## src/hw/rtl/gsr_pkg.sv

```systemverilog
// ----------------------------------------------------------------------------
// Gamepad serial responder package
// Shared codes, constants and transfer types for the responder block.
// ----------------------------------------------------------------------------
package gsr_pkg;

  localparam logic [1:0] PH_IDLE = 2'd0;
  localparam logic [1:0] PH_CMD  = 2'd1;
  localparam logic [1:0] PH_PAY  = 2'd2;

  localparam logic [1:0] PAD_DIGITAL  = 2'd0;
  localparam logic [1:0] PAD_ANALOG   = 2'd1;
  localparam logic [1:0] PAD_PRESSURE = 2'd2;

  localparam logic [7:0] HOST_START = 8'h01;

  localparam logic [7:0] CMD_BUTTON_MASK = 8'h40;
  localparam logic [7:0] CMD_STATUS_A    = 8'h41;
  localparam logic [7:0] CMD_READ_PAD    = 8'h42;
  localparam logic [7:0] CMD_SETUP       = 8'h43;
  localparam logic [7:0] CMD_ANALOG_SW   = 8'h44;
  localparam logic [7:0] CMD_STATUS_B    = 8'h45;
  localparam logic [7:0] CMD_CONST_A     = 8'h46;
  localparam logic [7:0] CMD_CONST_B     = 8'h47;
  localparam logic [7:0] CMD_CONST_C     = 8'h4C;
  localparam logic [7:0] CMD_MOTOR_MAP   = 8'h4D;
  localparam logic [7:0] CMD_PRESS_EN    = 8'h4F;

  localparam logic [7:0] ID_DIGITAL  = 8'h41;
  localparam logic [7:0] ID_ANALOG   = 8'h73;
  localparam logic [7:0] ID_PRESSURE = 8'h79;
  localparam logic [7:0] ID_CONFIG   = 8'hF3;

  localparam logic [7:0] BYTE_ACK     = 8'h5A;
  localparam logic [7:0] LOCK_KEY     = 8'h03;
  localparam logic [7:0] ANALOG_ON    = 8'h01;

  localparam logic [4:0] LEN_DIGITAL  = 5'd3;
  localparam logic [4:0] LEN_ANALOG   = 5'd7;
  localparam logic [4:0] LEN_PRESSURE = 5'd19;
  localparam logic [4:0] LEN_CONFIG   = 5'd7;

  typedef logic [5:0][7:0] gsr_motor_t;
  typedef logic [3:0][7:0] gsr_press_t;
  typedef logic [7:0][7:0] gsr_snap_t;

  typedef struct packed {
    logic       restart;
    logic [7:0] host_byte;
    logic [7:0] buttons_first;
    logic [7:0] buttons_second;
    logic [7:0] right_stick_x;
    logic [7:0] right_stick_y;
    logic [7:0] left_stick_x;
    logic [7:0] left_stick_y;
    logic [7:0] left_trigger_level;
    logic [7:0] right_trigger_level;
  } gsr_item_t;

  typedef struct packed {
    logic [7:0] reply_byte;
    logic       responding;
    logic [1:0] current_mode;
    logic       config_active;
    logic       mode_locked;
  } gsr_result_t;

endpackage

```

## src/hw/rtl/gsr_if.sv

```systemverilog
// ----------------------------------------------------------------------------
// Gamepad serial responder channel interfaces
// Valid/ready channels for host bytes with pad values, and for reply bytes.
// ----------------------------------------------------------------------------
interface gsr_in_if;
  logic       valid;
  logic       ready;
  logic       restart;
  logic [7:0] host_byte;
  logic [7:0] buttons_first;
  logic [7:0] buttons_second;
  logic [7:0] right_stick_x;
  logic [7:0] right_stick_y;
  logic [7:0] left_stick_x;
  logic [7:0] left_stick_y;
  logic [7:0] left_trigger_level;
  logic [7:0] right_trigger_level;

  modport source (
    output valid, restart, host_byte, buttons_first, buttons_second,
           right_stick_x, right_stick_y, left_stick_x, left_stick_y,
           left_trigger_level, right_trigger_level,
    input  ready
  );
  modport sink (
    input  valid, restart, host_byte, buttons_first, buttons_second,
           right_stick_x, right_stick_y, left_stick_x, left_stick_y,
           left_trigger_level, right_trigger_level,
    output ready
  );
endinterface

interface gsr_out_if;
  logic       valid;
  logic       ready;
  logic [7:0] reply_byte;
  logic       responding;
  logic [1:0] current_mode;
  logic       config_active;
  logic       mode_locked;

  modport source (
    output valid, reply_byte, responding, current_mode, config_active, mode_locked,
    input  ready
  );
  modport sink (
    input  valid, reply_byte, responding, current_mode, config_active, mode_locked,
    output ready
  );
endinterface

```

## src/hw/rtl/gsr_in_reg.sv

```systemverilog
// ----------------------------------------------------------------------------
// Gamepad serial responder input register
// Holds one accepted host transfer until the engine consumes it.
// ----------------------------------------------------------------------------
module gsr_in_reg import gsr_pkg::*; (
  input  logic      clk,
  input  logic      rst_n,
  input  logic      in_valid,
  output logic      in_ready,
  input  gsr_item_t in_item,
  input  logic      take,
  output logic      item_valid,
  output gsr_item_t item
);

  logic      vld_r;
  logic      vld_nxt;
  gsr_item_t item_r;

  assign in_ready   = !vld_r || take;
  assign item_valid = vld_r;
  assign item       = item_r;

  always_comb begin
    vld_nxt = vld_r;
    if (in_valid && in_ready) begin
      vld_nxt = 1'b1;
    end else if (take) begin
      vld_nxt = 1'b0;
    end
  end

  always_ff @(posedge clk) begin
    if (!rst_n) begin
      vld_r <= 1'b0;
    end else begin
      vld_r <= vld_nxt;
    end
  end

  always_ff @(posedge clk) begin
    if (in_valid && in_ready) begin
      item_r <= in_item;
    end
  end

endmodule

```

## src/hw/rtl/gsr_engine.sv

```systemverilog
// ----------------------------------------------------------------------------
// Gamepad serial responder engine
// Frame state machine, settings registers and reply byte selection.
// ----------------------------------------------------------------------------
module gsr_engine import gsr_pkg::*; (
  input  logic        clk,
  input  logic        rst_n,
  input  logic        step,
  input  gsr_item_t   item,
  output gsr_result_t result
);

  logic [1:0] phase_r, phase_nxt;
  logic [7:0] cmd_r, cmd_nxt;
  logic [4:0] pos_r, pos_nxt;
  logic [1:0] mode_r, mode_nxt;
  logic       cfg_r, cfg_nxt;
  logic       lock_r, lock_nxt;
  gsr_motor_t motor_r, motor_nxt;
  gsr_press_t press_r, press_nxt;
  gsr_snap_t  snap_r, snap_nxt;
  logic [7:0] qoff_r, qoff_nxt;
  logic [4:0] flen_r, flen_nxt;
  logic       fcfg_r, fcfg_nxt;

  logic [7:0] hb;
  logic [4:0] cmd_len;
  logic [4:0] poll_len;
  logic       any_press;
  logic [7:0] reply;
  logic       resp;

  function automatic logic [7:0] press_byte(input logic b);
    return b ? 8'h00 : 8'hFF;
  endfunction

  function automatic logic [7:0] poll_byte(input logic [4:0] p, input gsr_snap_t s);
    logic [7:0] r;
    case (p)
      5'd0:    r = BYTE_ACK;
      5'd1:    r = s[0];
      5'd2:    r = s[1];
      5'd3:    r = s[2];
      5'd4:    r = s[3];
      5'd5:    r = s[4];
      5'd6:    r = s[5];
      5'd7:    r = press_byte(s[0][5]);
      5'd8:    r = press_byte(s[0][7]);
      5'd9:    r = press_byte(s[0][4]);
      5'd10:   r = press_byte(s[0][6]);
      5'd11:   r = press_byte(s[1][4]);
      5'd12:   r = press_byte(s[1][5]);
      5'd13:   r = press_byte(s[1][6]);
      5'd14:   r = press_byte(s[1][7]);
      5'd15:   r = press_byte(s[1][2]);
      5'd16:   r = press_byte(s[1][3]);
      5'd17:   r = s[6];
      5'd18:   r = s[7];
      default: r = 8'h00;
    endcase
    return r;
  endfunction

  function automatic logic [7:0] frame_byte(
    input logic [7:0] c,
    input logic [4:0] p,
    input logic [1:0] m,
    input logic [7:0] q,
    input gsr_motor_t mm,
    input gsr_snap_t  s,
    input logic       fc
  );
    logic       dig;
    logic       q0;
    logic [7:0] r;
    dig = (m != PAD_ANALOG) && (m != PAD_PRESSURE);
    q0  = (q == 8'h00);
    r   = 8'h00;
    if (p == 5'd0) begin
      r = BYTE_ACK;
    end else begin
      case (c)
        CMD_READ_PAD: r = poll_byte(p, s);
        CMD_SETUP: r = fc ? 8'h00 : poll_byte(p, s);
        CMD_BUTTON_MASK: begin
          if (p == 5'd3) r = 8'h02;
          if (p == 5'd6) r = BYTE_ACK;
        end
        CMD_STATUS_A: begin
          if (!dig) begin
            case (p)
              5'd1, 5'd2: r = 8'hFF;
              5'd3:       r = 8'h03;
              5'd6:       r = BYTE_ACK;
              default:    r = 8'h00;
            endcase
          end
        end
        CMD_STATUS_B: begin
          case (p)
            5'd1:    r = 8'h03;
            5'd2:    r = 8'h02;
            5'd3:    r = dig ? 8'h00 : 8'h01;
            5'd4:    r = 8'h02;
            5'd5:    r = 8'h01;
            default: r = 8'h00;
          endcase
        end
        CMD_CONST_A: begin
          case (p)
            5'd3:    r = 8'h01;
            5'd4:    r = q0 ? 8'h02 : 8'h01;
            5'd5:    r = q0 ? 8'h00 : 8'h01;
            5'd6:    r = 8'h0F;
            default: r = 8'h00;
          endcase
        end
        CMD_CONST_B: begin
          if (p == 5'd3) r = 8'h02;
          if (p == 5'd5) r = 8'h01;
        end
        CMD_CONST_C: begin
          if (p == 5'd4) r = q0 ? 8'h04 : 8'h07;
        end
        CMD_MOTOR_MAP: begin
          case (p)
            5'd1:    r = mm[0];
            5'd2:    r = mm[1];
            5'd3:    r = mm[2];
            5'd4:    r = mm[3];
            5'd5:    r = mm[4];
            5'd6:    r = mm[5];
            default: r = 8'h00;
          endcase
        end
        CMD_PRESS_EN: begin
          if (p == 5'd6) r = BYTE_ACK;
        end
        default: r = 8'h00;
      endcase
    end
    return r;
  endfunction

  assign hb = item.host_byte;

  always_comb begin
    case (mode_r)
      PAD_ANALOG:   poll_len = LEN_ANALOG;
      PAD_PRESSURE: poll_len = LEN_PRESSURE;
      default:      poll_len = LEN_DIGITAL;
    endcase
  end

  always_comb begin
    case (hb)
      CMD_READ_PAD: cmd_len = poll_len;
      CMD_SETUP:    cmd_len = cfg_r ? LEN_CONFIG : poll_len;
      CMD_BUTTON_MASK, CMD_STATUS_A, CMD_ANALOG_SW, CMD_STATUS_B, CMD_CONST_A,
      CMD_CONST_B, CMD_CONST_C, CMD_MOTOR_MAP, CMD_PRESS_EN:
        cmd_len = cfg_r ? LEN_CONFIG : 5'd0;
      default:    cmd_len = 5'd0;
    endcase
  end

  assign any_press = |press_r;

  always_comb begin
    phase_nxt = phase_r;
    cmd_nxt   = cmd_r;
    pos_nxt   = pos_r;
    mode_nxt  = mode_r;
    cfg_nxt   = cfg_r;
    lock_nxt  = lock_r;
    motor_nxt = motor_r;
    press_nxt = press_r;
    snap_nxt  = snap_r;
    qoff_nxt  = qoff_r;
    flen_nxt  = flen_r;
    fcfg_nxt  = fcfg_r;
    reply     = 8'h00;
    resp      = 1'b0;

    if (item.restart) begin
      phase_nxt = PH_IDLE;
    end else begin
      unique case (phase_r)
        PH_CMD: begin
          cmd_nxt  = hb;
          snap_nxt = {item.right_trigger_level, item.left_trigger_level,
                      item.left_stick_y, item.left_stick_x,
                      item.right_stick_y, item.right_stick_x,
                      item.buttons_second, item.buttons_first};
          fcfg_nxt = cfg_r;
          if (hb == CMD_READ_PAD) cfg_nxt = 1'b0;
          flen_nxt = cmd_len;
          pos_nxt  = 5'd0;
          if (cmd_len != 5'd0) begin
            phase_nxt = PH_PAY;
            reply     = BYTE_ACK;
            resp      = 1'b1;
          end else begin
            phase_nxt = PH_IDLE;
          end
        end
        PH_PAY: begin
          case (cmd_r)
            CMD_SETUP: begin
              if (pos_r == 5'd1) cfg_nxt = (hb != 8'h00);
            end
            CMD_ANALOG_SW: begin
              if (pos_r == 5'd1) begin
                mode_nxt = (hb == ANALOG_ON) ?
                           (any_press ? PAD_PRESSURE : PAD_ANALOG) : PAD_DIGITAL;
              end else if (pos_r == 5'd2) begin
                lock_nxt = (hb == LOCK_KEY);
              end
            end
            CMD_CONST_A, CMD_CONST_C: begin
              if (pos_r == 5'd1) qoff_nxt = hb;
            end
            CMD_MOTOR_MAP: begin
              case (pos_r)
                5'd1:    motor_nxt[0] = hb;
                5'd2:    motor_nxt[1] = hb;
                5'd3:    motor_nxt[2] = hb;
                5'd4:    motor_nxt[3] = hb;
                5'd5:    motor_nxt[4] = hb;
                5'd6:    motor_nxt[5] = hb;
                default: motor_nxt = motor_r;
              endcase
            end
            CMD_PRESS_EN: begin
              case (pos_r)
                5'd1:    press_nxt[0] = hb;
                5'd2:    press_nxt[1] = hb;
                5'd3:    press_nxt[2] = hb;
                5'd4:    press_nxt[3] = hb;
                5'd6:    mode_nxt = any_press ? PAD_PRESSURE : PAD_ANALOG;
                default: press_nxt = press_r;
              endcase
            end
            default: cfg_nxt = cfg_r;
          endcase
          pos_nxt = pos_r + 5'd1;
          if (pos_nxt < flen_r) begin
            reply = frame_byte(cmd_r, pos_nxt, mode_nxt, qoff_nxt, motor_nxt,
                               snap_r, fcfg_r);
            resp  = 1'b1;
          end else begin
            phase_nxt = PH_IDLE;
          end
        end
        default: begin
          phase_nxt = PH_IDLE;
          if (hb == HOST_START) begin
            phase_nxt = PH_CMD;
            resp      = 1'b1;
            if (cfg_r) begin
              reply = ID_CONFIG;
            end else begin
              case (mode_r)
                PAD_ANALOG:   reply = ID_ANALOG;
                PAD_PRESSURE: reply = ID_PRESSURE;
                default:      reply = ID_DIGITAL;
              endcase
            end
          end
        end
      endcase
    end
  end

  assign result.reply_byte    = reply;
  assign result.responding    = resp;
  assign result.current_mode  = mode_nxt;
  assign result.config_active = cfg_nxt;
  assign result.mode_locked   = lock_nxt;

  always_ff @(posedge clk) begin
    if (!rst_n) begin
      phase_r <= PH_IDLE;
      cmd_r   <= 8'h00;
      pos_r   <= 5'd0;
      mode_r  <= PAD_DIGITAL;
      cfg_r   <= 1'b0;
      lock_r  <= 1'b0;
      motor_r <= {6{8'hFF}};
      press_r <= {8'h00, 8'h03, 8'hFF, 8'hFF};
      snap_r  <= '0;
      qoff_r  <= 8'h00;
      flen_r  <= 5'd0;
      fcfg_r  <= 1'b0;
    end else if (step) begin
      phase_r <= phase_nxt;
      cmd_r   <= cmd_nxt;
      pos_r   <= pos_nxt;
      mode_r  <= mode_nxt;
      cfg_r   <= cfg_nxt;
      lock_r  <= lock_nxt;
      motor_r <= motor_nxt;
      press_r <= press_nxt;
      snap_r  <= snap_nxt;
      qoff_r  <= qoff_nxt;
      flen_r  <= flen_nxt;
      fcfg_r  <= fcfg_nxt;
    end
  end

endmodule

```

## src/hw/rtl/gsr_out_reg.sv

```systemverilog
// ----------------------------------------------------------------------------
// Gamepad serial responder output register
// Holds one reply transfer until the sink takes it.
// ----------------------------------------------------------------------------
module gsr_out_reg import gsr_pkg::*; (
  input  logic        clk,
  input  logic        rst_n,
  input  logic        item_valid,
  input  gsr_result_t result,
  output logic        take,
  output logic        out_valid,
  input  logic        out_ready,
  output gsr_result_t out_result
);

  logic        vld_r;
  logic        vld_nxt;
  gsr_result_t res_r;

  assign take       = item_valid && (!vld_r || out_ready);
  assign out_valid  = vld_r;
  assign out_result = res_r;

  always_comb begin
    vld_nxt = vld_r;
    if (take) begin
      vld_nxt = 1'b1;
    end else if (out_ready) begin
      vld_nxt = 1'b0;
    end
  end

  always_ff @(posedge clk) begin
    if (!rst_n) begin
      vld_r <= 1'b0;
    end else begin
      vld_r <= vld_nxt;
    end
  end

  always_ff @(posedge clk) begin
    if (take) begin
      res_r <= result;
    end
  end

endmodule

```

## src/hw/rtl/gamepad_serial_responder.sv

```systemverilog
// ----------------------------------------------------------------------------
// Gamepad serial responder
// Device side of the console gamepad byte exchange: one reply per host byte.
//
//   Channel   Direction   Carries
//   in_ch     sink        restart, host byte and the pad values
//   out_ch    source      reply byte, responding flag, mode, config and lock
//
// An item passes from the input register through the combinational engine,
// which writes the output register and steps its own state on that transfer.
// A new item is accepted every cycle while the output side keeps up.
// A stalled output holds its reply; the input register then fills and stops.
// Reset is synchronous and restores idle phase, digital mode and the defaults.
// ----------------------------------------------------------------------------
module gamepad_serial_responder import gsr_pkg::*; (
  input  logic clk,
  input  logic rst_n,
  gsr_in_if.sink    in_ch,
  gsr_out_if.source out_ch
);

  gsr_item_t   in_item;
  gsr_item_t   item;
  gsr_result_t result;
  gsr_result_t out_result;
  logic        item_valid;
  logic        take;

  assign in_item.restart             = in_ch.restart;
  assign in_item.host_byte           = in_ch.host_byte;
  assign in_item.buttons_first       = in_ch.buttons_first;
  assign in_item.buttons_second      = in_ch.buttons_second;
  assign in_item.right_stick_x       = in_ch.right_stick_x;
  assign in_item.right_stick_y       = in_ch.right_stick_y;
  assign in_item.left_stick_x        = in_ch.left_stick_x;
  assign in_item.left_stick_y        = in_ch.left_stick_y;
  assign in_item.left_trigger_level  = in_ch.left_trigger_level;
  assign in_item.right_trigger_level = in_ch.right_trigger_level;

  gsr_in_reg u_in_reg (
    .clk        (clk),
    .rst_n      (rst_n),
    .in_valid   (in_ch.valid),
    .in_ready   (in_ch.ready),
    .in_item    (in_item),
    .take       (take),
    .item_valid (item_valid),
    .item       (item)
  );

  gsr_engine u_engine (
    .clk    (clk),
    .rst_n  (rst_n),
    .step   (take),
    .item   (item),
    .result (result)
  );

  gsr_out_reg u_out_reg (
    .clk        (clk),
    .rst_n      (rst_n),
    .item_valid (item_valid),
    .result     (result),
    .take       (take),
    .out_valid  (out_ch.valid),
    .out_ready  (out_ch.ready),
    .out_result (out_result)
  );

  assign out_ch.reply_byte    = out_result.reply_byte;
  assign out_ch.responding    = out_result.responding;
  assign out_ch.current_mode  = out_result.current_mode;
  assign out_ch.config_active = out_result.config_active;
  assign out_ch.mode_locked   = out_result.mode_locked;

endmodule
```

## src/flat_wrapper.sv

```systemverilog
// flat-port wrapper written by rule: the top's interface ports become plain ports
module gamepad_serial_responder_flat import gsr_pkg::*;
  (clk, rst_n, in_ch_valid, in_ch_restart, in_ch_host_byte, in_ch_buttons_first, in_ch_buttons_second, in_ch_right_stick_x, in_ch_right_stick_y, in_ch_left_stick_x, in_ch_left_stick_y, in_ch_left_trigger_level, in_ch_right_trigger_level, in_ch_ready, out_ch_valid, out_ch_reply_byte, out_ch_responding, out_ch_current_mode, out_ch_config_active, out_ch_mode_locked, out_ch_ready);
  gsr_in_if in_ch_i ();
  gsr_out_if out_ch_i ();
  input  logic clk;
  input  logic rst_n;
  input wire logic [$bits(in_ch_i.valid)-1:0] in_ch_valid;
  input wire logic [$bits(in_ch_i.restart)-1:0] in_ch_restart;
  input wire logic [$bits(in_ch_i.host_byte)-1:0] in_ch_host_byte;
  input wire logic [$bits(in_ch_i.buttons_first)-1:0] in_ch_buttons_first;
  input wire logic [$bits(in_ch_i.buttons_second)-1:0] in_ch_buttons_second;
  input wire logic [$bits(in_ch_i.right_stick_x)-1:0] in_ch_right_stick_x;
  input wire logic [$bits(in_ch_i.right_stick_y)-1:0] in_ch_right_stick_y;
  input wire logic [$bits(in_ch_i.left_stick_x)-1:0] in_ch_left_stick_x;
  input wire logic [$bits(in_ch_i.left_stick_y)-1:0] in_ch_left_stick_y;
  input wire logic [$bits(in_ch_i.left_trigger_level)-1:0] in_ch_left_trigger_level;
  input wire logic [$bits(in_ch_i.right_trigger_level)-1:0] in_ch_right_trigger_level;
  output wire logic [$bits(in_ch_i.ready)-1:0] in_ch_ready;
  output wire logic [$bits(out_ch_i.valid)-1:0] out_ch_valid;
  output wire logic [$bits(out_ch_i.reply_byte)-1:0] out_ch_reply_byte;
  output wire logic [$bits(out_ch_i.responding)-1:0] out_ch_responding;
  output wire logic [$bits(out_ch_i.current_mode)-1:0] out_ch_current_mode;
  output wire logic [$bits(out_ch_i.config_active)-1:0] out_ch_config_active;
  output wire logic [$bits(out_ch_i.mode_locked)-1:0] out_ch_mode_locked;
  input wire logic [$bits(out_ch_i.ready)-1:0] out_ch_ready;
  assign in_ch_i.valid = in_ch_valid;
  assign in_ch_i.restart = in_ch_restart;
  assign in_ch_i.host_byte = in_ch_host_byte;
  assign in_ch_i.buttons_first = in_ch_buttons_first;
  assign in_ch_i.buttons_second = in_ch_buttons_second;
  assign in_ch_i.right_stick_x = in_ch_right_stick_x;
  assign in_ch_i.right_stick_y = in_ch_right_stick_y;
  assign in_ch_i.left_stick_x = in_ch_left_stick_x;
  assign in_ch_i.left_stick_y = in_ch_left_stick_y;
  assign in_ch_i.left_trigger_level = in_ch_left_trigger_level;
  assign in_ch_i.right_trigger_level = in_ch_right_trigger_level;
  assign in_ch_ready = in_ch_i.ready;
  assign out_ch_valid = out_ch_i.valid;
  assign out_ch_reply_byte = out_ch_i.reply_byte;
  assign out_ch_responding = out_ch_i.responding;
  assign out_ch_current_mode = out_ch_i.current_mode;
  assign out_ch_config_active = out_ch_i.config_active;
  assign out_ch_mode_locked = out_ch_i.mode_locked;
  assign out_ch_i.ready = out_ch_ready;
  gamepad_serial_responder u_core (.clk(clk), .rst_n(rst_n), .in_ch(in_ch_i), .out_ch(out_ch_i));
endmodule
```

## config.mk

```make
export PLATFORM = sky130hd
export DESIGN_NAME = gamepad_serial_responder_flat
export DESIGN_NICKNAME = d
export VERILOG_FILES = /design/src/hw/rtl/gsr_pkg.sv /design/src/hw/rtl/gsr_if.sv /design/src/hw/rtl/gsr_in_reg.sv /design/src/hw/rtl/gsr_engine.sv /design/src/hw/rtl/gsr_out_reg.sv /design/src/hw/rtl/gamepad_serial_responder.sv /design/src/flat_wrapper.sv
export SDC_FILE = /design/constraint.sdc
export NUM_CORES = 1
export LEC_CHECK = 0
export ABC_AREA = 1
export BUFFER_PORTS_ARGS = -buffer_cell sky130_fd_sc_hd__buf_2
export CAP_MARGIN = 40
export CORE_ASPECT_RATIO = 0.7
export CORE_MARGIN = 4
export CORE_UTILIZATION = 41
export CTS_CLUSTER_DIAMETER = 30
export DETAILED_ROUTE_END_ITERATION = 6
export PLACE_DENSITY = 0.55
export SLEW_MARGIN = 30
export SYNTH_ARGS = -nofsm -noshare
export SYNTH_HDL_FRONTEND = slang
export SYNTH_SLANG_ARGS = --single-unit
```

## constraint.sdc

```tcl
create_clock -name clk -period 7.4 [get_ports clk]
set_input_delay 0.37 -clock clk [delete_from_list [all_inputs] [get_ports clk]]
set_output_delay 0.37 -clock clk [all_outputs]
set_load 0.005 [all_outputs]
```

== Yosys cells after proc, flatten, opt, wreduce, memory -nomap -nowiden ==
Index checks and enable logic that the tools add are counted.

* Add/sub/neg operators: 1
* Multiply operators: 0
* Divide/modulo/power cells: 0
* $lt $le $gt $ge: 1
* Eq/ne operators: 55
* Shifts and indexed selects: 0
* Multiplexer cells: 82
* Bitwise operators: 1
* Reductions and logical operators: 27

{| class="wikitable"
|+ Operators with widths
! kind !! number
|-
| 2-to-1 mux 8 bit || 27
|-
| equality test 8 x 7 -> 1 bit, second input constant || 22
|-
| one-hot mux 8 bit (18 select lines) || 1
|-
| one-hot mux 8 bit (10 select lines) || 1
|-
| 2-to-1 mux 48 bit || 1
|-
| one-hot mux 8 bit (6 select lines) || 1
|-
| equality test 5 x 4 -> 1 bit, second input constant || 8
|-
| equality test 5 x 3 -> 1 bit, second input constant || 7
|-
| OR reduction 32 bit || 1
|-
| 2-to-1 mux 2 bit || 14
|-
| one-hot mux 8 bit (3 select lines) || 1
|-
| 2-to-1 mux 7 bit || 3
|-
| equality test 5 x 2 -> 1 bit, second input constant || 4
|-
| one-hot mux 5 bit (2 select lines) || 2
|-
| AND reduction 5 bit || 4
|-
| 2-to-1 mux 1 bit || 19
|-
| one-hot mux 4 bit (4 select lines) || 1
|-
| one-hot mux 8 bit (2 select lines) || 1
|-
| equality test 5 bit, second input constant || 3
|-
| one-hot mux 5 bit (3 select lines) || 1
|-
| one-hot mux 6 bit (2 select lines) || 1
|-
| equality test 5 x 1 -> 1 bit, second input constant || 2
|-
| AND reduction 3 bit || 3
|-
| OR reduction 9 bit || 1
|-
| 25 further kinds || 38
|}

* Flip-flop bits (word level): 265
* Latch bits: 0
* Bits in writable memories: 0
* ROM bits: 0
* Input bits: 77
* Output and inout port bits: 15
* Word-level logic and storage cells: 211
* Memories: 0

== Logic depth before layout (Yosys ltp) ==
Gate-level depths: netlist of run 1.

* Depth in word-level cells: 15
* Mapped depth: 19
* Mapped depth without buffers: 19

== Hierarchy ==
Synthesis of run 1 repeated with hierarchy kept, for this count alone.

* Cells, all modules: 1525
* Area total of the unflattened synthesis: 12164.2 um2

{| class="wikitable"
|+ Modules (own cells, without submodules)
! module !! times used !! cells each !! area each (um2) !! sequential area each (um2)
|-
| gsr_engine || 1 || 1425 || 9479.1 || 3503.4
|-
| gsr_in_reg || 1 || 80 || 2243.4 || 2212.1
|-
| gsr_out_reg || 1 || 20 || 441.7 || 410.4
|}

== Worst setup path after synthesis of run 1 ==
Ideal clock, no wire load.

* Kind: input to register
* From: in out_ch_ready
* To: reg u_core.u_in_reg.item_r, in the netlist u_core.u_in_reg.item[0], enable pin
* Library setup time: 427 ps
* Arrival: 2018 ps
* Path slack: 4955 ps
* Cell stages on the path: 4
* Path buffers: 0
* Cell sequence: inv_1 > nand3_1 > nand2_1 > inv_1

* Longest elaborated chain between the ends: 4

{| class="wikitable"
|+ Ends and longest elaborated chain
! element !! line !! RTL
|-
| from (decl) || flat_wrapper.sv:26 || <nowiki>input wire logic [$bits(out_ch_i.ready)-1:0] out_ch_ready;</nowiki>
|-
| logical OR 1 bit || gsr_out_reg.sv:20 || <nowiki>assign take = item_valid && (!vld_r || out_ready);</nowiki>
|-
| logical AND 1 bit || gsr_out_reg.sv:20 ||
|-
| logical OR 1 bit || gsr_in_reg.sv:20 || <nowiki>assign in_ready = !vld_r || take;</nowiki>
|-
| via in_ch_ready || flat_wrapper.sv:19 || <nowiki>output wire logic [$bits(in_ch_i.ready)-1:0] in_ch_ready;</nowiki>
|-
| logical AND 1 bit || gsr_in_reg.sv:42 || <nowiki>if (in_valid && in_ready) begin</nowiki>
|-
| to (signal assigned) || gsr_in_reg.sv:43 || <nowiki>item_r <= in_item;</nowiki>
|-
| to (decl) || gsr_in_reg.sv:18 || <nowiki>gsr_item_t item_r;</nowiki>
|}

The timed path passes the listed nets, and every way through them passes these cells.
A chain may end at the register's enable or synchronous reset.

== Worst setup path in the final report of run 1 ==
* From: reg u_core.u_engine.pos_r[0]
* To: reg u_core.u_out_reg.res_r, in the netlist u_core.u_out_reg.out_result[5] (data pin)

* Longest elaborated chain between the ends: 13
* Elaborated cells on any way between the ends: 67

{| class="wikitable"
|+ Ends and longest elaborated chain
! element !! line !! RTL
|-
| from (decl) || gsr_engine.sv:15 || <nowiki>logic [4:0] pos_r, pos_nxt;</nowiki>
|-
| from (signal assigned) || gsr_engine.sv:297 || <nowiki>pos_r <= pos_nxt;</nowiki>
|-
| equality test 5 x 3 -> 1 bit or equality test 5 x 1 -> 1 bit (tied branches) || -- ||
|-
| 2-to-1 mux 2 bit (on tied branches) || gsr_engine.sv:234, gsr_engine.sv:212 ||
|-
| one-hot mux 2 bit (2 select lines) || gsr_engine.sv:207 || <nowiki>case (cmd_r)</nowiki>
|-
| 2-to-1 mux 2 bit || gsr_engine.sv:187 || <nowiki>unique case (phase_r)</nowiki>
|-
| 2-to-1 mux 2 bit || gsr_engine.sv:184 || <nowiki>if (item.restart) begin</nowiki>
|-
| inequality test 2 x 1 -> 1 bit or inequality test 2 bit (tied branches) || gsr_engine.sv:76 || <nowiki>dig = (m != PAD_ANALOG) && (m != PAD_PRESSURE);</nowiki>
|-
| logical AND 1 bit || gsr_engine.sv:76 ||
|-
| 2-to-1 mux 1 bit || gsr_engine.sv:103 || <nowiki>5'd3: r = dig ? 8'h00 : 8'h01;</nowiki>
|-
| one-hot mux 2 bit (4 select lines) || gsr_engine.sv:100 || <nowiki>case (p)</nowiki>
|-
| one-hot mux 8 bit (10 select lines) || gsr_engine.sv:82 || <nowiki>case (c)</nowiki>
|-
| 2-to-1 mux 8 bit || gsr_engine.sv:79 || <nowiki>if (p == 5'd0) begin</nowiki>
|-
| 2-to-1 mux 8 bit * || gsr_engine.sv:246 || <nowiki>if (pos_nxt < flen_r) begin</nowiki>
|-
| one-hot mux 8 bit (2 select lines) * || gsr_engine.sv:187 ||
|-
| to (signal assigned) || gsr_out_reg.sv:43 || <nowiki>res_r <= result;</nowiki>
|-
| to (decl) || gsr_out_reg.sv:18 || <nowiki>gsr_result_t res_r;</nowiki>
|}

Every way passes the cells marked *; elsewhere a longest branch is shown, timed or not. The select of a mux whose other input is x is not followed.

==> key figures, run 1 <==
Critical path
  • CP Launch Type: flop
  • CP max FO: 19
  • Element type at the critical path end: flop
  • Crit. Startpoint: u_core.u_engine.pos_r[0]
  • CP peak stage delay: around 0.70 ns
  • Critical path's top delay family: simple AND/OR/NAND/NOR gates
  • Crit-path cells: ha_1, inv_1, nor2_2, nand2_2, nor2_1, nand2_1, nand3_1, nand2_1, nor2_1, nand2_1, nand2_1, nand2_1, nor2_1, nand3_1, nand2_1, nand2_1
  • Startpoint of the worst register-to-register path: u_core.u_engine.pos_r[0]
  • Slowest CP cell: nor2_1
  • Worst EP arrival: roughly 3.9 ns
  • Worst endpoint required time: just under 8 ns
  • Most used cell, CP: nand2_1
  • Sum of buffers and inverters on the critical path: 1
  • Critical path class: flop to flop

Global route
  • Number of global-route vias before repair: approximately 10000
  • Initial antenna violation count: 0
  • Largest net degree at the start of global routing: 84
  • All-Layer GR Usage: between 20% and 30%
  • GR Overflow Total: 0
  • Global-route wire length before repair: around 57 mm

Logic synthesis
  • Synth Instances: 1574
  • Synth unique cells: 39
  • Post-Syn Area: about 12000 um^2
  • Yosys top cell area share: 29.2%
  • Synth Register Bits: around 260
  • Post-synth EDFFs: between 80 and 90
  • Yosys warns: 0
  • FFs w/ async S/R, synth: 0%
  • Top cells by count, synth: nand2_1 (372), dfxtp_1 (177), nor2_1 (166)
  • Yosys top cell by area: dfxtp_1
  • Avg Cell Area, Syn: approximately 7.7 um^2
  • Most used DFF post-synth: dfxtp_1
  • Synth area leaders: dfxtp_1 (29%), edfxtp_1 (21%), nand2_1 (12%)
  • Syn_nets: approximately 1700
  • Top-count cell post-synth: nand2_1
  • Seq/Total Area, Yosys: 50.5%

Detailed routing
  • Vias: between 10000 and 15000
  • Total Wirelength: approximately 36 mm
  • WL per Instance: roughly 17 um
  • Vias per cell: between 5 and 6
  • Starting DRT DRC Count: roughly 1100
  • Antenna Nets Post-Route: 0
  • DRC errors left: 0
  • Drt pass-1 iters: 5

Hold path
  • Worst Min Path Start: in_ch_buttons_second[5]
  • Tightest Hold Check Type: input port to flop

Place
  • RD Place Congestion: around 0.95
  • Cell total after placement: 1977
  • # port buffers: a little over 90
  • Post-DP HPWL: approximately 25 mm
  • Setup WS pre-CTS: 3.96 ns

Clock tree
  • Clk root buf: clkbuf_16
  • CTS tree: built
  • Clk_lat worst skew: 0.55 ns
  • H-tree levels: 2
  • PostCTS Resize Cnt: 0
  • Max clock buf depth: 3
  • Clock transition at the registers of the reported paths: around 0.05 ns
  • CTS buffer count: 50
  • Clock Sinks: 263

Floorplanning
  • Initial Util: between 40% and 50%
  • Die area: 32500 um^2
  • Die Ht: roughly 150 um
  • Core area: 29000 um^2
  • Die Wd: ~210 um
  • FP Rows: 52
  • IO Pins: 92

Cells and area
  • Layout Nets: between 1500 and 2000
  • Share of cells above drive strength 1: 13.4%
  • Post-Layout Cell Count: between 2000 and 2500
  • Register area: 6130 um^2
  • Filler instances: roughly 2700
  • Ant diodes: 0
  • Area growth from synthesis to layout: 25.9%
  • Multi-input logic area: 5150 um^2

Power and ir drop
  • Worst vdd ir: 0.191 mV
  • Comb power frac: 3.5%
  • Post-layout power: about 4.0 mW
  • LEAKAGE: ~6.2 nW
  • Power Dens Cells: 259 nW/um^2
  • Clock network fraction of total power: 57.4%
  • Sw power: between 0.8 and 0.9 mW
  • Flop pwr share: 39.1%
  • Cell-internal power: 3.07 mW
  • Sw frac: about 22%

STA
  • Final WS setup: between 3 and 4 ns
  • Period Utilization, post-route: 48.1%
  • Slew margin rel.: 40.7%
  • Final hold vios: 0
  • Fmax: 281 MHz
  • Final min period: 3.56 ns
  • Sum Neg Setup Slack: 0 ns
  • Hold_ws: about 0.021 ns
  • Clock Skew: approximately 0.013 ns
  • RSZ-0062 raised after global routing: false
  • Worst-Margin Slew: 0.888 ns
  • Slew Viols, Final: 0
  • Final setup fails: 0

Outcome
  • Status: finished clean

Run
  • Max_cap viols: 0
-- registers in the layout, indices dropped and copies added (netlist names) --
name,cells
u_core.u_engine.phase_r,2
u_core.u_in_reg.item,73
u_core.u_engine.motor_r,48
u_core.u_engine.cmd_r,8
u_core.u_engine.lock_r,1
u_core.u_engine.flen_r,3
u_core.u_engine.pos_r,5
u_core.u_out_reg.out_result,13
u_core.u_engine.snap_r,64
u_core.u_engine.fcfg_r,1
u_core.u_in_reg.item_valid,1
u_core.u_engine.mode_r,2
u_core.u_out_reg.out_valid,1
u_core.u_engine.cfg_r,1
u_core.u_engine.qoff_r,8
u_core.u_engine.press_r,32
-- power by group through the flow --
stage / Combinational (mW) / Sequential [mW] / Clock, mW
finish: 0.138 / 1.55 / 2.27
global route: 0.152 / 1.55 / 2.39
CTS: 0.135 / 1.55 / 2.30
detailed placement: 0.107 / 1.58 / 0
global placement: 0.105 / 1.58 / 0
floorplan: 0.0568 / 1.57 / 0
-- logic make-up (layout without fill, tap and decap cells) --
logic type                 after synthesis  count (layout)  share of synthesized area [%]
DFF                                    263             263                           50.5
muxes                                    1               1                         0.0825
buffers and inverters                  222             413                           7.13
xor gates and xnor gates                 1               1                          0.134
adders and majority gates               12              12                           1.24
AOI/OAI and AO/OA                      359             359                           15.8
and+or+nand+nor                        716             716                           25.1
-- worst register-to-register path: cells and delay by family (launching register included) --
kind	cells	cell delay [ns]
fa+ha+maj	1	0.26
buf+inv	1	0.12
flops	1	0.52
simple gates	14	2.42
-- layer usage --
layer / GRT usage (%) / vias up / wire [um] / share of wire (%)
li1: - / 5567 / - / -
met1: 35.2 / 5170 / 18600 / 51
met5: 0 / - / 0 / 0
met3: 4.08 / 47 / 2430 / 6.7
met2: 30.4 / 358 / 14700 / 40
met4: 5.12 / 0 / 579 / 1.6
-- what timing repair did --
action,in CTS,in global routing
buffers inserted,0,0
hold endpoints to repair,69,0
hold buffers,69,0
-- layout make-up --
type | count | area share (%)
Clock buffer | 58 | 8.52
Clock inverter | 36 | 2.61
Inverter | 144 | 3.55
Multi-Input combinational cell | 1089 | 33.7
Sequential cell | 263 | 40.1
Tap cell | 378 | 3.09
Timing Repair Buffer | 175 | 8.43
-- path summary, 6_finish.rpt --
path	to	slack, ns	cells past startpoint
worst max-delay path	u_core.u_out_reg.out_result[5]	3.84	16
worst min register to register	u_core.u_engine.cmd_r[5]	0.45	2
worst max register to register	u_core.u_out_reg.out_result[5]	3.84	16
worst min-delay path	u_core.u_in_reg.item[53]	0.02	1
-- through the flow --
stage          instance area [um^2]  utilization, %
6_report                      15300            52.7
4_1_cts                       15200            52.6
3_5_place_dp                  12900            44.3
2_1_floorplan                 12100               -
3_3_place_gp                  12800            44.2
5_1_grt                       15300            52.7
-- placed cells by master (no fill, tap or decap), types with 12 or more instances in the layout --
master	n
nand2_1	371
dfxtp_1	177
nor2_1	166
a21oi_1	157
o21ai_0	142
inv_1	133
nand3_1	100
buf_2	91
edfxtp_1	86
dlygate4sd3_1	69
clkbuf_16	51
o211ai_1	23
nand4_1	20
nor3_1	17
a211oi_1	14
o22ai_1	13
nor2_2	12
clkinv_2	12
ha_1	12
(Power assumes the default switching activity.)
==> run 2, diff against run 1 <==
--- a/config.mk
+++ b/config.mk
@@ -5,7 +5,7 @@
 export SDC_FILE = /design/constraint.sdc
 export NUM_CORES = 1
 export LEC_CHECK = 0
-export ABC_AREA = 1
+export ABC_AREA = 0
 export BUFFER_PORTS_ARGS = -buffer_cell sky130_fd_sc_hd__buf_2
 export CAP_MARGIN = 40
 export CORE_ASPECT_RATIO = 0.7
@@ -13,7 +13,7 @@
 export CORE_UTILIZATION = 41
 export CTS_CLUSTER_DIAMETER = 30
 export DETAILED_ROUTE_END_ITERATION = 6
-export PLACE_DENSITY = 0.55
+export PLACE_DENSITY = 0.57
 export SLEW_MARGIN = 30
 export SYNTH_ARGS = -nofsm -noshare
 export SYNTH_HDL_FRONTEND = slang
==> constraint.sdc (replaced) <==
create_clock -name clk -period 2.9 [get_ports clk]
set_input_delay 0.145 -clock clk [delete_from_list [all_inputs] [get_ports clk]]
set_output_delay 0.145 -clock clk [all_outputs]
set_load 0.005 [all_outputs]
==> key figures, run 2 <==
Logic synthesis
  • Top-count cell post-synth: nand2_1
  • Yosys top cell area share: 29.0% (-0.19 points)
  • Synth area leaders: dfxtp_1 (29%), edfxtp_1 (21%), nand2_1 (9.2%)
  • Post-Syn Area: 12200 um^2 (+0.65%)
  • FFs w/ async S/R, synth: 0% (unchanged)
  • Top cells by count, synth: nand2_1 (300), dfxtp_1 (177), edfxtp_1 (86)
  • Syn_nets: 1363 (-18%)
  • Synth unique cells: 88 (+130%)
  • Most used DFF post-synth: dfxtp_1
  • Synth Instances: 1274 (-19%)
  • Post-synth EDFFs: 86 (unchanged)
  • Yosys top cell by area: dfxtp_1
  • Yosys warns: 0 (unchanged)
  • Seq/Total Area, Yosys: 50.2% (-0.33 points)
  • Synth Register Bits: 263 (unchanged)
  • Avg Cell Area, Syn: 9.59 um^2 (+24%)

Floorplanning
  • IO Pins: 92 (unchanged)
  • Core area: 29100 um^2 (+0.45%)
  • FP Rows: 52 (unchanged)
  • Die area: 32700 um^2 (+0.62%)
  • Initial Util: 41.9% (+0.084 points)
  • Die Ht: 152 um (+0.31%)
  • Die Wd: 214 um (+0.31%)

Cells and area
  • Post-Layout Cell Count: 1942 (-9.4%)
  • Fin area: 16300 um^2 (+6.6%)
  • Area growth from synthesis to layout: 33.4%
  • Most frequent cells in the layout: nand2_1 (299), dfxtp_1 (174), buf_4 (121)
  • Ant diodes: 0 (unchanged)
  • Final core utilization: 55.9% (+3.2 points)
  • Number of flip-flops under the largest register name: 73 (unchanged)
  • Commonest non-fill, non-tap cell in the layout: nand2_1
  • Share of cells above drive strength 1: 22.6% (+9.2 points)
  • Layout Nets: 1616 (-11%)

Critical path
  • Worst endpoint required time: 3.19 ns (-4.50 ns)
  • Element type at the critical path end: flop
  • Critical path class: flop to flop
  • CP max FO: 8 (-11)
  • CP Launch Type: flop
  • R2r setup slk: 0.06 ns (-3.78 ns)
  • Worst EP arrival: 3.13 ns (-0.72 ns)

Detailed routing
  • Vias: 10600 (-4.8%)
  • DRC errors left: 0 (unchanged)
  • Drt pass-1 iters: 5 (unchanged)
  • Antenna Nets Post-Route: 0 (unchanged)
  • Total Wirelength: 38.3 mm (+5.5%)
  • Vias per cell: 5.46 (+5.0%)
  • WL per Instance: 19.7 um (+16%)
  • Starting DRT DRC Count: 1014 (-5.2%)

Clock tree
  • H-tree levels: 2 (unchanged)
  • Max clock buf depth: 3 (unchanged)
  • CTS buffer count: 45 (-10%)
  • Clk root buf: clkbuf_16
  • CTS tree: built
  • Clock transition at the registers of the reported paths: 0.05 ns (about the same)
  • Clock Sinks: 263 (unchanged)
  • Clk_lat worst skew: 0.55 ns (about the same)

Run
  • Max_cap viols: 0 (unchanged)

Place
  • # port buffers: 91 (unchanged)
  • RD Place Congestion: 0.947 (-0.62%)
  • Post-DP HPWL: 27.1 mm (+11%)
  • Cell total after placement: 1780 (-10%)
  • DP Area: 13800 um^2 (+7.3%)

Hold path
  • Tightest Hold Check Type: input port to flop

Power and ir drop
  • Post-layout power: 9.79 mW (+150%)
  • LEAKAGE: 6.77 nW (+8.8%)
  • Power Dens Cells: 601 nW/um^2 (+130%)
  • Worst vdd ir: 0.497 mV (+160%)

Outcome
  • Status: finished clean

Global route
  • Initial antenna violation count: 0 (unchanged)
  • Number of global-route vias before repair: 10200 (-0.53%)
  • All-Layer GR Usage: 22.8% (+0.79 points)
  • GR Overflow Total: 0 (unchanged)
  • Largest net degree at the start of global routing: 73 (-13%)
  • Global-route wire length before repair: 59.3 mm (+3.6%)

STA
  • Fmax: 353 MHz (+26%)
  • Final min period: 2.84 ns (-0.724 ns)
  • Slew Viols, Final: 0 (unchanged)
  • Slew margin rel.: 42.8% (+2.1 points)
  • Worst-Margin Slew: 0.851 ns (-0.0375 ns)
  • Sum Neg Setup Slack: 0 ns (unchanged)
  • Final setup fails: 0 (unchanged)
  • Final hold vios: 0 (unchanged)
  • Period Utilization, post-route: 97.8% (+50 points)
  • RSZ-0062 raised after global routing: false
  • Clock Skew: 0.0249 ns (+0.0116 ns)
==> run 2: path summary, 6_finish.rpt <==
| kind | cells past startpoint | from | endpoint |
|---|---|---|---|
| max | 10 | u_core.u_engine.pos_r[1] | u_core.u_out_reg.out_result[5] |
| min | 2 | rst_n | u_core.u_engine.motor_r[30] |
| max reg2reg | 10 | u_core.u_engine.pos_r[1] | u_core.u_out_reg.out_result[5] |
| min reg2reg | 2 | u_core.u_engine.snap_r[62] | u_core.u_engine.snap_r[62] |
==> run 2: where the power goes <==
| part | switching, mW | total (mW) | internal [mW] |
|---|---|---|---|
| combinational | 0.171 | 0.337 | 0.166 |
| clock | 1.88 | 5.53 | 3.65 |
| sequential | 0.0288 | 3.92 | 3.89 |
==> run 2: kinds of logic (layout without fill, tap and decap cells) <==
group	after synthesis	count (layout)	synth area share (%)
flip-flops	263	263	50.2
AO/OA/AOI/OAI	267	267	16.5
buffers and inverters	106	396	3.66
AND/OR/NAND/NOR	548	548	22.1
multiplexers	74	74	6.09
XOR/XNOR	4	4	0.287
adder cells (fa/ha/maj)	12	12	1.23
==> run 2: area by class of cell <==
type / count / area (um^2)
inverters: 19 / 71.3
flip-flops and latches: 263 / 6130
well taps: 378 / 473
fillers: 2608 / 12900
clock buffers: 62 / 1430
repair buffers: 293 / 2240
clock inverters: 22 / 201
multi-input cells: 905 / 5750
==> run 2: stage by stage <==
step | setup WS [ns] | hold WS, ns
5_1_grt | 0.00143 | 0.159
2_1_floorplan | 0.0511 | 0.244
4_1_cts | 0.00929 | 0.114
3_3_place_gp | 0.0203 | 0.322
6_report | 0.0635 | 0.137
3_5_place_dp | -0.0225 | 0.323
==> run 2: repair_timing <==
action | CTS | global route
endpoints found under the setup margin | 4 | 8
setup buffers | 0 | 2
hold buffers | 76 | 0
gates cloned | 0 | 0
pin swaps | 0 | 6
endpoints found under the hold margin | 75 | 0
gates resized for setup | 3 | 19
==> run 2: metal layers <==
metal  wire [um]  GRT usage (%)  vias up  part of all wire, %
li1            -              -     5103                    -
met1       19600           36.3     5106                   51
met2       14800           30.1      354                   39
met3        3430           6.80       41                  9.0
met4         440           4.10        0                  1.2
met5           0              0        -                    0
==> run 2: critical path, cell delays in order, from the launching register on <==
cell and delay [ns]:
dfxtp_2 0.34, inv_1 0.09, ha_1 0.19, buf_4 0.23, and4bb_2 0.31, buf_4 0.14
mux2_2 0.34, a21oi_1 0.16, o32ai_1 0.09, a2111o_1 0.41, o31a_1 0.28
==> run 3, diff against run 2 <==
==> constraint.sdc (replaced) <==
create_clock -name clk -period 2.6 [get_ports clk]
set_input_delay 0.13 -clock clk [delete_from_list [all_inputs] [get_ports clk]]
set_output_delay 0.13 -clock clk [all_outputs]
set_load 0.005 [all_outputs]
==> key figures, run 3 (synthesis gave the netlist of run 2 again) <==
Outcome
  • Status: complete, but fails checks
  • Failing checks: setup timing

Cells and area
  • Number of flip-flops under the largest register name: 73 (unchanged)
  • Filler instances: 2542 (-2.5%)
  • Fin area: 17400 um^2 (+6.6%)
  • Commonest non-fill, non-tap cell in the layout: nand2_1
  • Area growth from synthesis to layout: 42.2%
  • Layout Nets: 1714 (+6.1%)
  • Ant diodes: 0 (unchanged)
  • Most frequent cells in the layout: nand2_1 (295), buf_4 (196), dfxtp_1 (172)
  • Share of cells above drive strength 1: 29.5% (+6.9 points)

Critical path
  • Critical path's top delay family: simple AND/OR/NAND/NOR gates
  • Element type at the critical path end: flop
  • Startpoint of the worst register-to-register path: u_core.u_engine.pos_r[1]
  • Worst endpoint required time: 2.89 ns (-0.30 ns)
  • Crit. Startpoint: u_core.u_engine.pos_r[1]
  • R2r setup slk: -0.12 ns (-0.18 ns)
  • Crit-path cells: inv_4, ha_4, or4b_4, a2111oi_4, a2bb2oi_2, nand3_2, o211ai_2, a22oi_2, nor4b_2, o21ai_1
  • Worst EP arrival: 3.02 ns (-0.11 ns)
  • Slowest CP cell: or4b_4
  • CP Launch Type: flop
  • Sum of buffers and inverters on the critical path: 1 (-2)
  • Critical path class: flop to flop
  • CP max FO: 5 (-3)
  • CP peak stage delay: 0.53 ns (+0.12 ns)

Place
  • # port buffers: 91 (unchanged)
  • DP Area: 14400 um^2 (+4.8%)
  • RD Place Congestion: 0.956 (+0.92%)
  • Post-DP HPWL: 28.6 mm (+5.8%)
  • Setup WS pre-CTS: -0.342 ns (-0.319 ns)

Clock tree
  • H-tree levels: 2 (unchanged)
  • Clk_lat worst skew: 0.56 ns (about the same)
  • Clock transition at the registers of the reported paths: 0.06 ns (about the same)
  • Clk root buf: clkbuf_16
  • CTS tree: built
  • Clock Sinks: 263 (unchanged)
  • CTS buffer count: 47 (+4.4%)
  • Max clock buf depth: 3 (unchanged)

STA
  • RSZ-0062 raised after global routing: true
  • Slew Viols, Final: 0 (unchanged)
  • Final setup fails: 7 (+7)
  • Final min period: 2.72 ns (-0.115 ns)
  • Clock Skew: 0.0232 ns (-0.00175 ns)
  • Final WS setup: -0.121 ns (-0.185 ns)
  • Slew margin rel.: 60.5% (+18 points)
  • Final hold vios: 0 (unchanged)
  • Fmax: 367 MHz (+4.2%)
  • Period Utilization, post-route: 105% (+6.9 points)
  • Worst-Margin Slew: 0.586 ns (-0.264 ns)

Detailed routing
  • Antenna Nets Post-Route: 0 (unchanged)
  • Vias per cell: 5.41 (-0.87%)
  • DRC errors left: 0 (unchanged)
  • Vias: 11100 (+4.2%)
  • Starting DRT DRC Count: 1089 (+7.4%)
  • Total Wirelength: 40.8 mm (+6.6%)
  • WL per Instance: 20.0 um (+1.3%)
  • Drt pass-1 iters: 5 (unchanged)

Floorplanning
  • Die area: 32700 um^2 (unchanged)
  • IO Pins: 92 (unchanged)
  • Core area: 29100 um^2 (unchanged)
  • FP Rows: 52 (unchanged)
  • Die Wd: 214 um (unchanged)
  • Die Ht: 152 um (unchanged)
  • Initial Util: 41.9% (unchanged)

Global route
  • Global-route wire length before repair: 63.3 mm (+6.8%)
  • GR Overflow Total: 0 (unchanged)
  • All-Layer GR Usage: 24.4% (+1.6 points)
  • Initial antenna violation count: 1 (+1)
  • Largest net degree at the start of global routing: 109 (+49%)
  • Number of global-route vias before repair: 10700 (+5.6%)

Power and ir drop
  • Worst vdd ir: 0.550 mV (+11%)
  • Post-layout power: 11.0 mW (+12%)
  • LEAKAGE: 7.27 nW (+7.4%)
  • Power Dens Cells: 631 nW/um^2 (+5.1%)

Hold path
  • Tightest Hold Check Type: input port to flop
  • Worst Min Path Start: rst_n

Run
  • Max_cap viols: 0 (unchanged)
==> run 3: cell count changes in the layout (fill, tap and decap cells not counted), sizes merged <==
cell      before  now
bufinv         2    4
inv           28   34
clkinvlp       2    8
buf          217  313
clkbuf        62   53
clkinv         9    8
==> run 3: worst register-to-register path: stages, from the launching register on <==
cell and delay (ns):
dfxtp_4 0.37, inv_4 0.07, ha_4 0.15, or4b_4 0.54, a2111oi_4 0.32, a2bb2oi_2 0.23, nand3_2 0.17, o211ai_2 0.14
a22oi_2 0.15, nor4b_2 0.26, o21ai_1 0.08
==> run 3: through the flow <==
| stage | TNS, ns | hold slack (ns) | instances | util (%) |
|---|---|---|---|---|
| 2_1_floorplan | -0.327 | 0.229 | 1274 | - |
| 3_3_place_gp | -1.73 | 0.306 | 1856 | 49.6 |
| 3_5_place_dp | -2.01 | 0.308 | 1856 | 49.6 |
| 4_1_cts | -0.381 | 0.0279 | 2033 | 58.9 |
| 5_1_grt | -1.25 | 0.0599 | 2042 | 59.6 |
| 6_report | -0.587 | 0.0626 | 2042 | 59.6 |
==> run 3: final timing paths <==
| check | cells after the start | endpoint |
|---|---|---|
| min | 2 | u_core.u_engine.motor_r[36] |
| min reg2reg | 2 | u_core.u_engine.snap_r[5] |
| max reg2reg | 10 | u_core.u_out_reg.out_result[8] |
| max | 10 | u_core.u_out_reg.out_result[8] |
==> run 3: cell type report <==
cell class	count	area, um^2	area share, %
Clock buffer	53	1230	7.08
Clock inverter	35	389	2.24
Inverter	19	73.8	0.425
Multi-Input combinational cell	905	5980	34.4
Sequential cell	263	6140	35.4
Tap cell	378	473	2.72
Timing Repair Buffer	389	3080	17.8
==> run 3: layer usage <==
metal  track usage, %  wire length, um  vias to the layer above  share of wire, %
met5                0                0                        -                 0
met4             4.29              432                        0               1.1
met3             6.68             3890                       43               9.5
met2             31.8            15700                      393                39
met1             39.6            20700                     5302                51
li1                 -                -                     5315                 -
==> run 3: power breakdown <==
part	leakage, nW	internal, mW	switching, mW	total (mW)
combinational	4.23	0.191	0.193	0.384
sequential	2.26	4.33	0.0347	4.37
clock	0.770	3.91	2.30	6.21
total	7.27	8.43	2.53	11.0
==> run 3: timing repair <==
item,CTS,global route
pin swaps,28,26
hold buffers,76,0
resized for setup,56,33
setup buffers,13,9
endpoints found under the setup margin,12,39
hold endpoints to repair,75,0
